`src/design/ttbs_pkg.sv`:
```
// ----------------------------------------------------------------------------
// ttbs_pkg: shared types and codes of the tick timer bank scheduler
// Word layouts, command and result codes, cell control and status bundles.
// ----------------------------------------------------------------------------
package ttbs_pkg;

   localparam int NUM_TIMERS_DEF   = 16;
   localparam int NUM_DEFERRED_DEF = 8;
   localparam int PERIOD_BITS_DEF  = 24;

   // command codes
   localparam logic [2:0] CMD_TICK   = 3'd0;
   localparam logic [2:0] CMD_ARM    = 3'd1;
   localparam logic [2:0] CMD_DISARM = 3'd2;
   localparam logic [2:0] CMD_ADD    = 3'd3;
   localparam logic [2:0] CMD_START  = 3'd4;

   // result kinds
   localparam logic [2:0] KIND_ACCEPT = 3'd0;
   localparam logic [2:0] KIND_REJECT = 3'd1;
   localparam logic [2:0] KIND_TFIRE  = 3'd2;
   localparam logic [2:0] KIND_DFIRE  = 3'd3;
   localparam logic [2:0] KIND_IDLE   = 3'd4;

   typedef struct packed {
      logic [2:0]  command;
      logic [3:0]  timer_id;
      logic [23:0] period_ticks;
      logic        one_shot;
   } req_type;

   typedef struct packed {
      logic [2:0] kind;
      logic [3:0] fired_id;
      logic       last;
   } rsp_type;

   typedef enum logic [1:0] {
      ST_IDLE,
      ST_EXEC,
      ST_SCAN,
      ST_END
   } state_type;

   typedef struct packed {
      logic       step;
      logic       arm;
      logic       disarm;
      logic       one_shot;
      logic [3:0] timer_id;
   } tcell_ctl_type;

   typedef struct packed {
      logic step;
      logic add;
   } dcell_ctl_type;

   typedef struct packed {
      logic tok;
      logic busy;
      logic fire;
   } cell_stat_type;

endpackage

```
`src/design/ttbs_timer_cell.sv`:
```
// ----------------------------------------------------------------------------
// ttbs_timer_cell: one timer of the bank
// Holds armed flag, mode, reload and countdown; counts down when the scan
// token passes through it and hands the token to the next cell.
// ----------------------------------------------------------------------------
module ttbs_timer_cell #(
   parameter int INDEX       = 0,
   parameter int PERIOD_BITS = ttbs_pkg::PERIOD_BITS_DEF
) (
   input  logic                    clock,
   input  logic                    reset,
   input  ttbs_pkg::tcell_ctl_type ctl,
   input  logic [PERIOD_BITS-1:0]  period,
   input  logic                    token_prev,
   output ttbs_pkg::cell_stat_type stat
);
   import ttbs_pkg::*;

   logic                   armed_ff, armed_in;
   logic                   single_ff, single_in;
   logic                   tok_ff, tok_in;
   logic [PERIOD_BITS-1:0] reload_ff, reload_in;
   logic [PERIOD_BITS-1:0] left_ff, left_in;
   logic                   sel, hit, due;

   assign sel = (32'(ctl.timer_id) == INDEX);
   assign hit = tok_ff && ctl.step && armed_ff;
   assign due = (left_ff == PERIOD_BITS'(1));

   always_comb begin
      armed_in  = armed_ff;
      single_in = single_ff;
      reload_in = reload_ff;
      left_in   = left_ff;
      tok_in    = ctl.step ? token_prev : tok_ff;
      if (sel && ctl.arm) begin
         armed_in  = 1'b1;
         single_in = ctl.one_shot;
         reload_in = period;
         left_in   = period;
      end else if (sel && ctl.disarm) begin
         armed_in = 1'b0;
      end else if (hit) begin
         if (due) begin
            if (single_ff) begin
               armed_in = 1'b0;
            end else begin
               left_in = reload_ff;
            end
         end else begin
            left_in = left_ff - PERIOD_BITS'(1);
         end
      end
   end

   always_ff @(posedge clock) begin
      if (reset) begin
         armed_ff  <= 1'b0;
         single_ff <= 1'b0;
         tok_ff    <= 1'b0;
      end else begin
         armed_ff  <= armed_in;
         single_ff <= single_in;
         tok_ff    <= tok_in;
      end
   end

   always_ff @(posedge clock) begin
      reload_ff <= reload_in;
      left_ff   <= left_in;
   end

   assign stat.tok  = tok_ff;
   assign stat.busy = armed_ff;
   assign stat.fire = hit && due;

endmodule

```
`src/design/ttbs_defer_cell.sv`:
```
// ----------------------------------------------------------------------------
// ttbs_defer_cell: one slot of the deferred pool
// Counts down one delay while busy; takes part in the lowest-free-slot chain
// and in the scan token chain.
// ----------------------------------------------------------------------------
module ttbs_defer_cell #(
   parameter int PERIOD_BITS = ttbs_pkg::PERIOD_BITS_DEF
) (
   input  logic                    clock,
   input  logic                    reset,
   input  ttbs_pkg::dcell_ctl_type ctl,
   input  logic [PERIOD_BITS-1:0]  period,
   input  logic                    token_prev,
   input  logic                    open_prev,
   output logic                    open_next,
   output logic                    grant,
   output ttbs_pkg::cell_stat_type stat
);
   import ttbs_pkg::*;

   logic                   busy_ff, busy_in;
   logic                   tok_ff, tok_in;
   logic [PERIOD_BITS-1:0] left_ff, left_in;
   logic                   hit, due;

   // search stays open past a busy slot, stops at the first free one
   assign open_next = open_prev && busy_ff;
   assign grant     = ctl.add && open_prev && !busy_ff;
   assign hit       = tok_ff && ctl.step && busy_ff;
   assign due       = (left_ff == PERIOD_BITS'(1));

   always_comb begin
      busy_in = busy_ff;
      left_in = left_ff;
      tok_in  = ctl.step ? token_prev : tok_ff;
      if (grant) begin
         busy_in = 1'b1;
         left_in = (period == '0) ? PERIOD_BITS'(1) : period;
      end else if (hit) begin
         if (due) begin
            busy_in = 1'b0;
         end else begin
            left_in = left_ff - PERIOD_BITS'(1);
         end
      end
   end

   always_ff @(posedge clock) begin
      if (reset) begin
         busy_ff <= 1'b0;
         tok_ff  <= 1'b0;
      end else begin
         busy_ff <= busy_in;
         tok_ff  <= tok_in;
      end
   end

   always_ff @(posedge clock) begin
      left_ff <= left_in;
   end

   assign stat.tok  = tok_ff;
   assign stat.busy = busy_ff;
   assign stat.fire = hit && due;

endmodule

```
`src/design/tick_timer_bank_scheduler.sv`:
```
// ----------------------------------------------------------------------------
// tick_timer_bank_scheduler: bank of tick timers with a deferred pool
//
//   channel   dir   handshake              word
//   req_      in    req_valid/req_ready    req_payload (command, id, period)
//   rsp_      out   rsp_valid/rsp_ready    rsp_payload (kind, fired_id, last)
//
// Arm, disarm, add and start are captured, then executed.
// In a running tick a token walks the chain of cells one cell per cycle
// while rsp_ does not stall, timers first, then deferred slots.
// One fire is held back so the final word can carry last.
// Reset is synchronous and clears all flags; counts are written before use.
// A stalled rsp_ side freezes the token walk; the output register lets the
// next word be accepted while a result still waits.
// ----------------------------------------------------------------------------
module tick_timer_bank_scheduler #(
   parameter int NUM_TIMERS   = ttbs_pkg::NUM_TIMERS_DEF,
   parameter int NUM_DEFERRED = ttbs_pkg::NUM_DEFERRED_DEF,
   parameter int PERIOD_BITS  = ttbs_pkg::PERIOD_BITS_DEF
) (
   input  logic              clock,
   input  logic              reset,
   input  logic              req_valid,
   output logic              req_ready,
   input  ttbs_pkg::req_type req_payload,
   output logic              rsp_valid,
   input  logic              rsp_ready,
   output ttbs_pkg::rsp_type rsp_payload
);
   import ttbs_pkg::*;

   localparam int NUM_CELLS = NUM_TIMERS + NUM_DEFERRED;

   state_type              state_ff, state_in;
   req_type                req_ff;
   logic                   running_ff, running_in;
   logic                   rsp_valid_ff, rsp_valid_in;
   rsp_type                rsp_ff, rsp_in;
   logic                   pend_valid_ff, pend_valid_in;
   rsp_type                pend_ff, pend_in;

   logic                   adv, exec, id_ok, arm_ok, disarm_ok, add_ok;
   logic [PERIOD_BITS-1:0] per;
   tcell_ctl_type          tctl;
   dcell_ctl_type          dctl;
   cell_stat_type          t_stat [NUM_TIMERS];
   cell_stat_type          d_stat [NUM_DEFERRED];
   logic [NUM_DEFERRED:0]  open_chain;
   logic [NUM_DEFERRED-1:0] d_grant;
   logic [NUM_CELLS-1:0]   tok_vec;
   logic                   sel_armed, t_fire_any, d_fire_any;
   logic [3:0]             t_fire_id, d_fire_id, grant_id;
   logic                   out_load;
   rsp_type                out_word;

   assign adv       = !rsp_valid_ff || rsp_ready;
   assign req_ready = (state_ff == ST_IDLE);
   assign exec      = (state_ff == ST_EXEC) && adv;
   assign per       = PERIOD_BITS'(req_ff.period_ticks);
   assign id_ok     = (32'(req_ff.timer_id) < NUM_TIMERS);
   assign arm_ok    = id_ok && (per != '0);
   assign disarm_ok = id_ok && sel_armed;
   assign add_ok    = running_ff && !open_chain[NUM_DEFERRED];

   assign tctl.step     = adv;
   assign tctl.arm      = exec && (req_ff.command == CMD_ARM) && arm_ok;
   assign tctl.disarm   = exec && (req_ff.command == CMD_DISARM) && disarm_ok;
   assign tctl.one_shot = req_ff.one_shot;
   assign tctl.timer_id = req_ff.timer_id;
   assign dctl.step     = adv;
   assign dctl.add      = exec && (req_ff.command == CMD_ADD) && running_ff;
   assign open_chain[0] = 1'b1;

   for (genvar i = 0; i < NUM_TIMERS; i++) begin : g_timer
      logic tok_prev;
      if (i == 0) begin : g_head
         assign tok_prev = exec && (req_ff.command == CMD_TICK) && running_ff;
      end else begin : g_link
         assign tok_prev = t_stat[i-1].tok;
      end
      ttbs_timer_cell #(
         .INDEX       (i),
         .PERIOD_BITS (PERIOD_BITS)
      ) u_cell (
         .clock      (clock),
         .reset      (reset),
         .ctl        (tctl),
         .period     (per),
         .token_prev (tok_prev),
         .stat       (t_stat[i])
      );
   end

   for (genvar i = 0; i < NUM_DEFERRED; i++) begin : g_defer
      logic tok_prev;
      if (i == 0) begin : g_head
         assign tok_prev = t_stat[NUM_TIMERS-1].tok;
      end else begin : g_link
         assign tok_prev = d_stat[i-1].tok;
      end
      ttbs_defer_cell #(
         .PERIOD_BITS (PERIOD_BITS)
      ) u_cell (
         .clock      (clock),
         .reset      (reset),
         .ctl        (dctl),
         .period     (per),
         .token_prev (tok_prev),
         .open_prev  (open_chain[i]),
         .open_next  (open_chain[i+1]),
         .grant      (d_grant[i]),
         .stat       (d_stat[i])
      );
   end

   // fire flags are one-hot (single token), so ids merge by OR
   always_comb begin
      sel_armed  = 1'b0;
      t_fire_any = 1'b0;
      t_fire_id  = '0;
      for (int i = 0; i < NUM_TIMERS; i++) begin
         sel_armed  = sel_armed | (t_stat[i].busy && (32'(req_ff.timer_id) == i));
         t_fire_any = t_fire_any | t_stat[i].fire;
         t_fire_id  = t_fire_id | (t_stat[i].fire ? 4'(i) : 4'd0);
         tok_vec[i] = t_stat[i].tok;
      end
      d_fire_any = 1'b0;
      d_fire_id  = '0;
      grant_id   = '0;
      for (int i = 0; i < NUM_DEFERRED; i++) begin
         d_fire_any = d_fire_any | d_stat[i].fire;
         d_fire_id  = d_fire_id | (d_stat[i].fire ? 4'(i) : 4'd0);
         grant_id   = grant_id | (d_grant[i] ? 4'(i) : 4'd0);
         tok_vec[NUM_TIMERS+i] = d_stat[i].tok;
      end
   end

   always_comb begin
      state_in      = state_ff;
      running_in    = running_ff;
      pend_valid_in = pend_valid_ff;
      pend_in       = pend_ff;
      out_load      = 1'b0;
      out_word      = '{kind: KIND_REJECT, fired_id: 4'd0, last: 1'b1};
      unique case (state_ff)
         ST_IDLE: begin
            if (req_valid) begin
               state_in = ST_EXEC;
            end
         end
         ST_EXEC: begin
            if (adv) begin
               state_in = ST_IDLE;
               out_load = 1'b1;
               unique case (req_ff.command)
                  CMD_TICK: begin
                     if (running_ff) begin
                        state_in      = ST_SCAN;
                        out_load      = 1'b0;
                        pend_valid_in = 1'b0;
                     end else begin
                        out_word.kind = KIND_IDLE;
                     end
                  end
                  CMD_ARM: begin
                     out_word.kind = arm_ok ? KIND_ACCEPT : KIND_REJECT;
                  end
                  CMD_DISARM: begin
                     out_word.kind = disarm_ok ? KIND_ACCEPT : KIND_REJECT;
                  end
                  CMD_ADD: begin
                     if (add_ok) begin
                        out_word.kind     = KIND_ACCEPT;
                        out_word.fired_id = grant_id;
                     end
                  end
                  CMD_START: begin
                     running_in    = 1'b1;
                     out_word.kind = KIND_ACCEPT;
                  end
                  default: begin
                     out_word.kind = KIND_REJECT;
                  end
               endcase
            end
         end
         ST_SCAN: begin
            if (adv) begin
               if (t_fire_any || d_fire_any) begin
                  // push the held fire out, hold the new one
                  out_load      = pend_valid_ff;
                  out_word      = pend_ff;
                  out_word.last = 1'b0;
                  pend_valid_in = 1'b1;
                  pend_in.kind     = t_fire_any ? KIND_TFIRE : KIND_DFIRE;
                  pend_in.fired_id = t_fire_any ? t_fire_id : d_fire_id;
                  pend_in.last     = 1'b0;
               end
               if (d_stat[NUM_DEFERRED-1].tok) begin
                  state_in = ST_END;
               end
            end
         end
         ST_END: begin
            if (adv) begin
               out_load      = 1'b1;
               state_in      = ST_IDLE;
               pend_valid_in = 1'b0;
               if (pend_valid_ff) begin
                  out_word = pend_ff;
               end else begin
                  out_word.kind = KIND_IDLE;
               end
               out_word.last = 1'b1;
            end
         end
         default: begin
            state_in = ST_IDLE;
         end
      endcase
   end

   assign rsp_valid_in = out_load ? 1'b1 : (rsp_valid_ff && !rsp_ready);
   assign rsp_in       = out_load ? out_word : rsp_ff;

   always_ff @(posedge clock) begin
      if (reset) begin
         state_ff      <= ST_IDLE;
         running_ff    <= 1'b0;
         rsp_valid_ff  <= 1'b0;
         pend_valid_ff <= 1'b0;
      end else begin
         state_ff      <= state_in;
         running_ff    <= running_in;
         rsp_valid_ff  <= rsp_valid_in;
         pend_valid_ff <= pend_valid_in;
      end
   end

   always_ff @(posedge clock) begin
      if (req_valid && req_ready) begin
         req_ff <= req_payload;
      end
      rsp_ff  <= rsp_in;
      pend_ff <= pend_in;
   end

   assign rsp_valid   = rsp_valid_ff;
   assign rsp_payload = rsp_ff;

`ifndef SYNTH
   a_one_token: assert property (@(posedge clock) disable iff (reset)
      $onehot0(tok_vec))
      else $error("more than one scan token in the chain");

   a_idle_no_token: assert property (@(posedge clock) disable iff (reset)
      (state_ff == ST_IDLE || state_ff == ST_END) |-> (tok_vec == '0))
      else $error("scan token outside a tick scan");

   a_pend_in_scan: assert property (@(posedge clock) disable iff (reset)
      pend_valid_ff |-> (state_ff == ST_SCAN || state_ff == ST_END))
      else $error("held fire outside a tick scan");

   a_running_sticks: assert property (@(posedge clock) disable iff (reset)
      running_ff |=> running_ff)
      else $error("run flag cleared without reset");

   a_fire_needs_token: assert property (@(posedge clock) disable iff (reset)
      (t_fire_any || d_fire_any) |-> (state_ff == ST_SCAN))
      else $error("fire outside a tick scan");
`endif

endmodule

```
`config.mk`:
```
export PLATFORM = sky130hd
export DESIGN_NAME = tick_timer_bank_scheduler
export DESIGN_NICKNAME = d
export VERILOG_FILES = /design/src/design/ttbs_pkg.sv /design/src/design/ttbs_timer_cell.sv /design/src/design/ttbs_defer_cell.sv /design/src/design/tick_timer_bank_scheduler.sv
export SDC_FILE = /design/constraint.sdc
export NUM_CORES = 2
export LEC_CHECK = 0
export ABC_AREA = 1
export BUFFER_PORTS_ARGS = -buffer_cell sky130_fd_sc_hd__buf_4
export CAP_MARGIN = 20
export CORE_AREA = 2 2 340 342
export DETAILED_ROUTE_END_ITERATION = 10
export DIE_AREA = 0 0 342 344
export GPL_TIMING_DRIVEN = 0
export PLACE_DENSITY = 0.73
export SETUP_SLACK_MARGIN = 0.05
export SYNTH_ARGS = -nofsm -noshare
export SYNTH_HDL_FRONTEND = slang
export SYNTH_SLANG_ARGS = --single-unit
```
`constraint.sdc`:
```
create_clock -name clock -period 8.7 [get_ports clock]
set_input_delay 2.61 -clock clock [delete_from_list [all_inputs] [get_ports clock]]
set_output_delay 2.61 -clock clock [all_outputs]
set_load 0.03 [all_outputs]
```
==> run metrics <==
Cell Area, Placed 0.0602 mm2; Die Ht 344 um; FP Rows 124; Flop pwr share 0.479; via count 48.7k; Avg Inst Size Synth 9.16 um2; starting density of the core 0.497; synth cell count leaders nand2_1, edfxtp_1, nor2_1; net count of the finished layout 6495; global-route wire length before repair 287 mm; # port buffers 44; total routed wirelength 199 mm; multiplexer share of the synthesized area 0; XOR/XNOR Fraction of Synth Area 0.0477; most common cell in the synthesized netlist nand2_1; die area 0.118 mm2; CP max stage cell nand2_1; Seq/Total Area, Yosys 0.558; Yosys warning count 0; Clk pwr share 0.396; post-CTS sizing 0; initial antenna violation count 21; internal power 0.00897 W; worst vdd ir 0.197 mV; critical path launch point type primary input; share of layout cells above drive strength 1 0.0838; antenna viol nets, final 0; Slew @ Worst Pin 1270 ps; Critical Path Stages 11; upper clock frequency limit 0.188 GHz; switching portion of total power 0.281; syn nets 6262; combinational power share 0.125; max_slew headroom 0.153; clock sink count 1074; CP arrival 5520 ps; hold_buf cts 0; synthesized cell area 0.0566 mm2; minimum clock period after layout 5330 ps; RSZ-0062 raised after global routing false; Clock Root Buffer clkbuf_16; EDFF count, synth 1005; CP Buf/Inv Count 4; drt wl/cell 24.8 um; status completed; crit path max fanout 24; Top Ports 46; CP peak stage delay 640 ps; Final Cell Area 0.0643 mm2; GP Congestion 0.980; worst skew pair latency 730 ps; largest net degree at the start of global routing 33; Final Core Density 0.564; Post-synth ARST share 0; CTS tree yes; Final Hold Viols 0; Reg area 0.0316 mm2; Filler cells 9906; GRT Util Overall 0.330; DRC Markers 0; count of final setup violators 0; area share of fa/ha/maj cells after synthesis 0.0115; #FFs+latches synth 1074; post-CTS setup buffer count 0; count of pins over their slew limit 0; PwrDens 194 mW/mm2; area delta synth->final 13.6%; Starting DRT DRC Count 7304; drt pass-1 iters 6; crit-path cells buf_4 > inv_1 > nand2_2 > nand2_1 > inv_1 > nand2_1 > nor2_2 > buf_2 > nand2_1 > nand3_1 > nand2_1; R2R depth 12; Netlist cell types 63; CP most frequent cell nand2_1; Synth Area in Simple Gates 0.206; Leak 23.1 nW; Core Box Area 0.114 mm2; hpwl dp 136 mm; vias per std cell 6.07; top cell type's share of synthesized area 0.534; fin crit share 0.612; clock slew seen by the registers of the worst setup and hold paths 60 ps; total grt overflow 0; H-tree depth 3; total CTS buffers 111; switching power 0.00350 W; Synth Area in Compound Gates 0.122; vias in the first global route 44.9k; dominant cell type by area after synthesis edfxtp_1; setup total negative slack 0 ps; Chip Width 342 um; main combinational cell family by area after synthesis simple AND/OR/NAND/NOR gates; Mapped Cells 6174; clock skew 35.0 ps; CP endpoint kind flip-flop; CP Class primary input to flip-flop; Clock Path Buffers 3; Synth area leaders edfxtp_1, nand2_1, nor2_1; hold path depth 2; area of the multi-input gates 0.0220 mm2; worst hold path type flip-flop to flip-flop; top cell family by delay on the critical path simple AND/OR/NAND/NOR gates; max-cap viol count 0; Main synth FF type edfxtp_1; Critical Path RT 8900 ps
-- placed cells by master, fill, tap and decap left out, types with 131 or more instances in the layout --
cell / count
nand3_1: 285
edfxtp_1: 1005
nand2_1: 1154
o21ai_0: 563
inv_1: 517
xor2_1: 219
clkbuf_1: 132
nor2_1: 911
o211ai_1: 131
a21oi_1: 227
-- worst reg2reg max path, stage by stage (launching register included) --
cell,delay [ps]
edfxtp_1,680
buf_8,280
buf_4,300
inv_1,780
nand4_1,180
nor2_1,220
nand4_1,190
nand2_1,130
inv_2,130
nand2_1,150
buf_2,250
buf_2,290
nand2_1,670
-- stage by stage --
| step | hold WS (ps) | worst slack, ps | std cells | total power (W) |
|---|---|---|---|---|
| 2_1_floorplan | 440 | 3300 | 6174 | 0.00632 |
| 3_3_place_gp | 449 | 1810 | 7730 | 0.00727 |
| 4_1_cts | 462 | 3560 | 7999 | 0.0124 |
| 3_5_place_dp | 453 | 2830 | 7793 | 0.00754 |
| 6_report | 466 | 3370 | 8026 | 0.0125 |
| 5_1_grt | 483 | 3370 | 8012 | 0.0126 |
-- registers in the layout (all words and copies together) (netlist names), 5 cells and up, named ones only --
name	count
req_ff	8
pend_ff	5
g_timer.u_cell.single_ff	16
g_defer.u_cell.left_ff	192
g_timer.u_cell.tok_ff	16
g_timer.u_cell.left_ff	384
g_timer.u_cell.reload_ff	384
per	24
rsp_payload	8
g_timer.u_cell.armed_ff	16
g_defer.u_cell.busy_ff	8
g_defer.u_cell.tok_ff	8
-- per-layer routing --
metal,GRT usage,vias to the layer above,wire (um)
met5,0,-,22
met4,0.187,4,12700
met3,0.0757,594,25600
met2,0.494,3146,85000
met1,0.444,23041,75300
li1,-,21912,-
-- power by group through the flow --
| stage | sequential, W | clock, W | combinational [W] |
|---|---|---|---|
| after floorplan | 0.00600 | 0 | 0.000319 |
| after global placement | 0.00632 | 0 | 0.000956 |
| after detailed placement | 0.00607 | 0 | 0.00147 |
| after CTS | 0.00596 | 0.00494 | 0.00147 |
| after global routing | 0.00597 | 0.00513 | 0.00152 |
| final | 0.00597 | 0.00493 | 0.00156 |
-- cell families (layout without fill, tap and decap cells) --
group | after synthesis | after routing
buf+inv | 773 | 1099
compound gates | 1230 | 1230
simple gates | 2737 | 2737
xor+xnor | 308 | 308
flops | 1074 | 1074
fa+ha+maj | 52 | 52
other cells | 0 | 14
-- path summary, 6_finish.rpt --
kind	start	endpoint	slack (ps)
setup / recovery	rsp_ready	g_timer[15].u_cell.left_ff[17]	3370
hold / removal	g_timer[12].u_cell.tok_ff	g_timer[12].u_cell.tok_ff	470
hold reg to reg	g_timer[12].u_cell.tok_ff	g_timer[12].u_cell.tok_ff	470
setup reg to reg	per[18]	g_timer[1].u_cell.left_ff[4]	3920
-- cell type report --
cell class              count  share of cell area
clock buffers             154              0.0481
inverters                 553              0.0323
flip-flops and latches   1074               0.491
clock inverters            52             0.00944
repair buffers            120              0.0316
multi-input cells        4327               0.342
diodes                     14            0.000545
well taps                1512              0.0294
plain buffers             220              0.0157
Note: power is estimated with default switching activity, not from simulation.
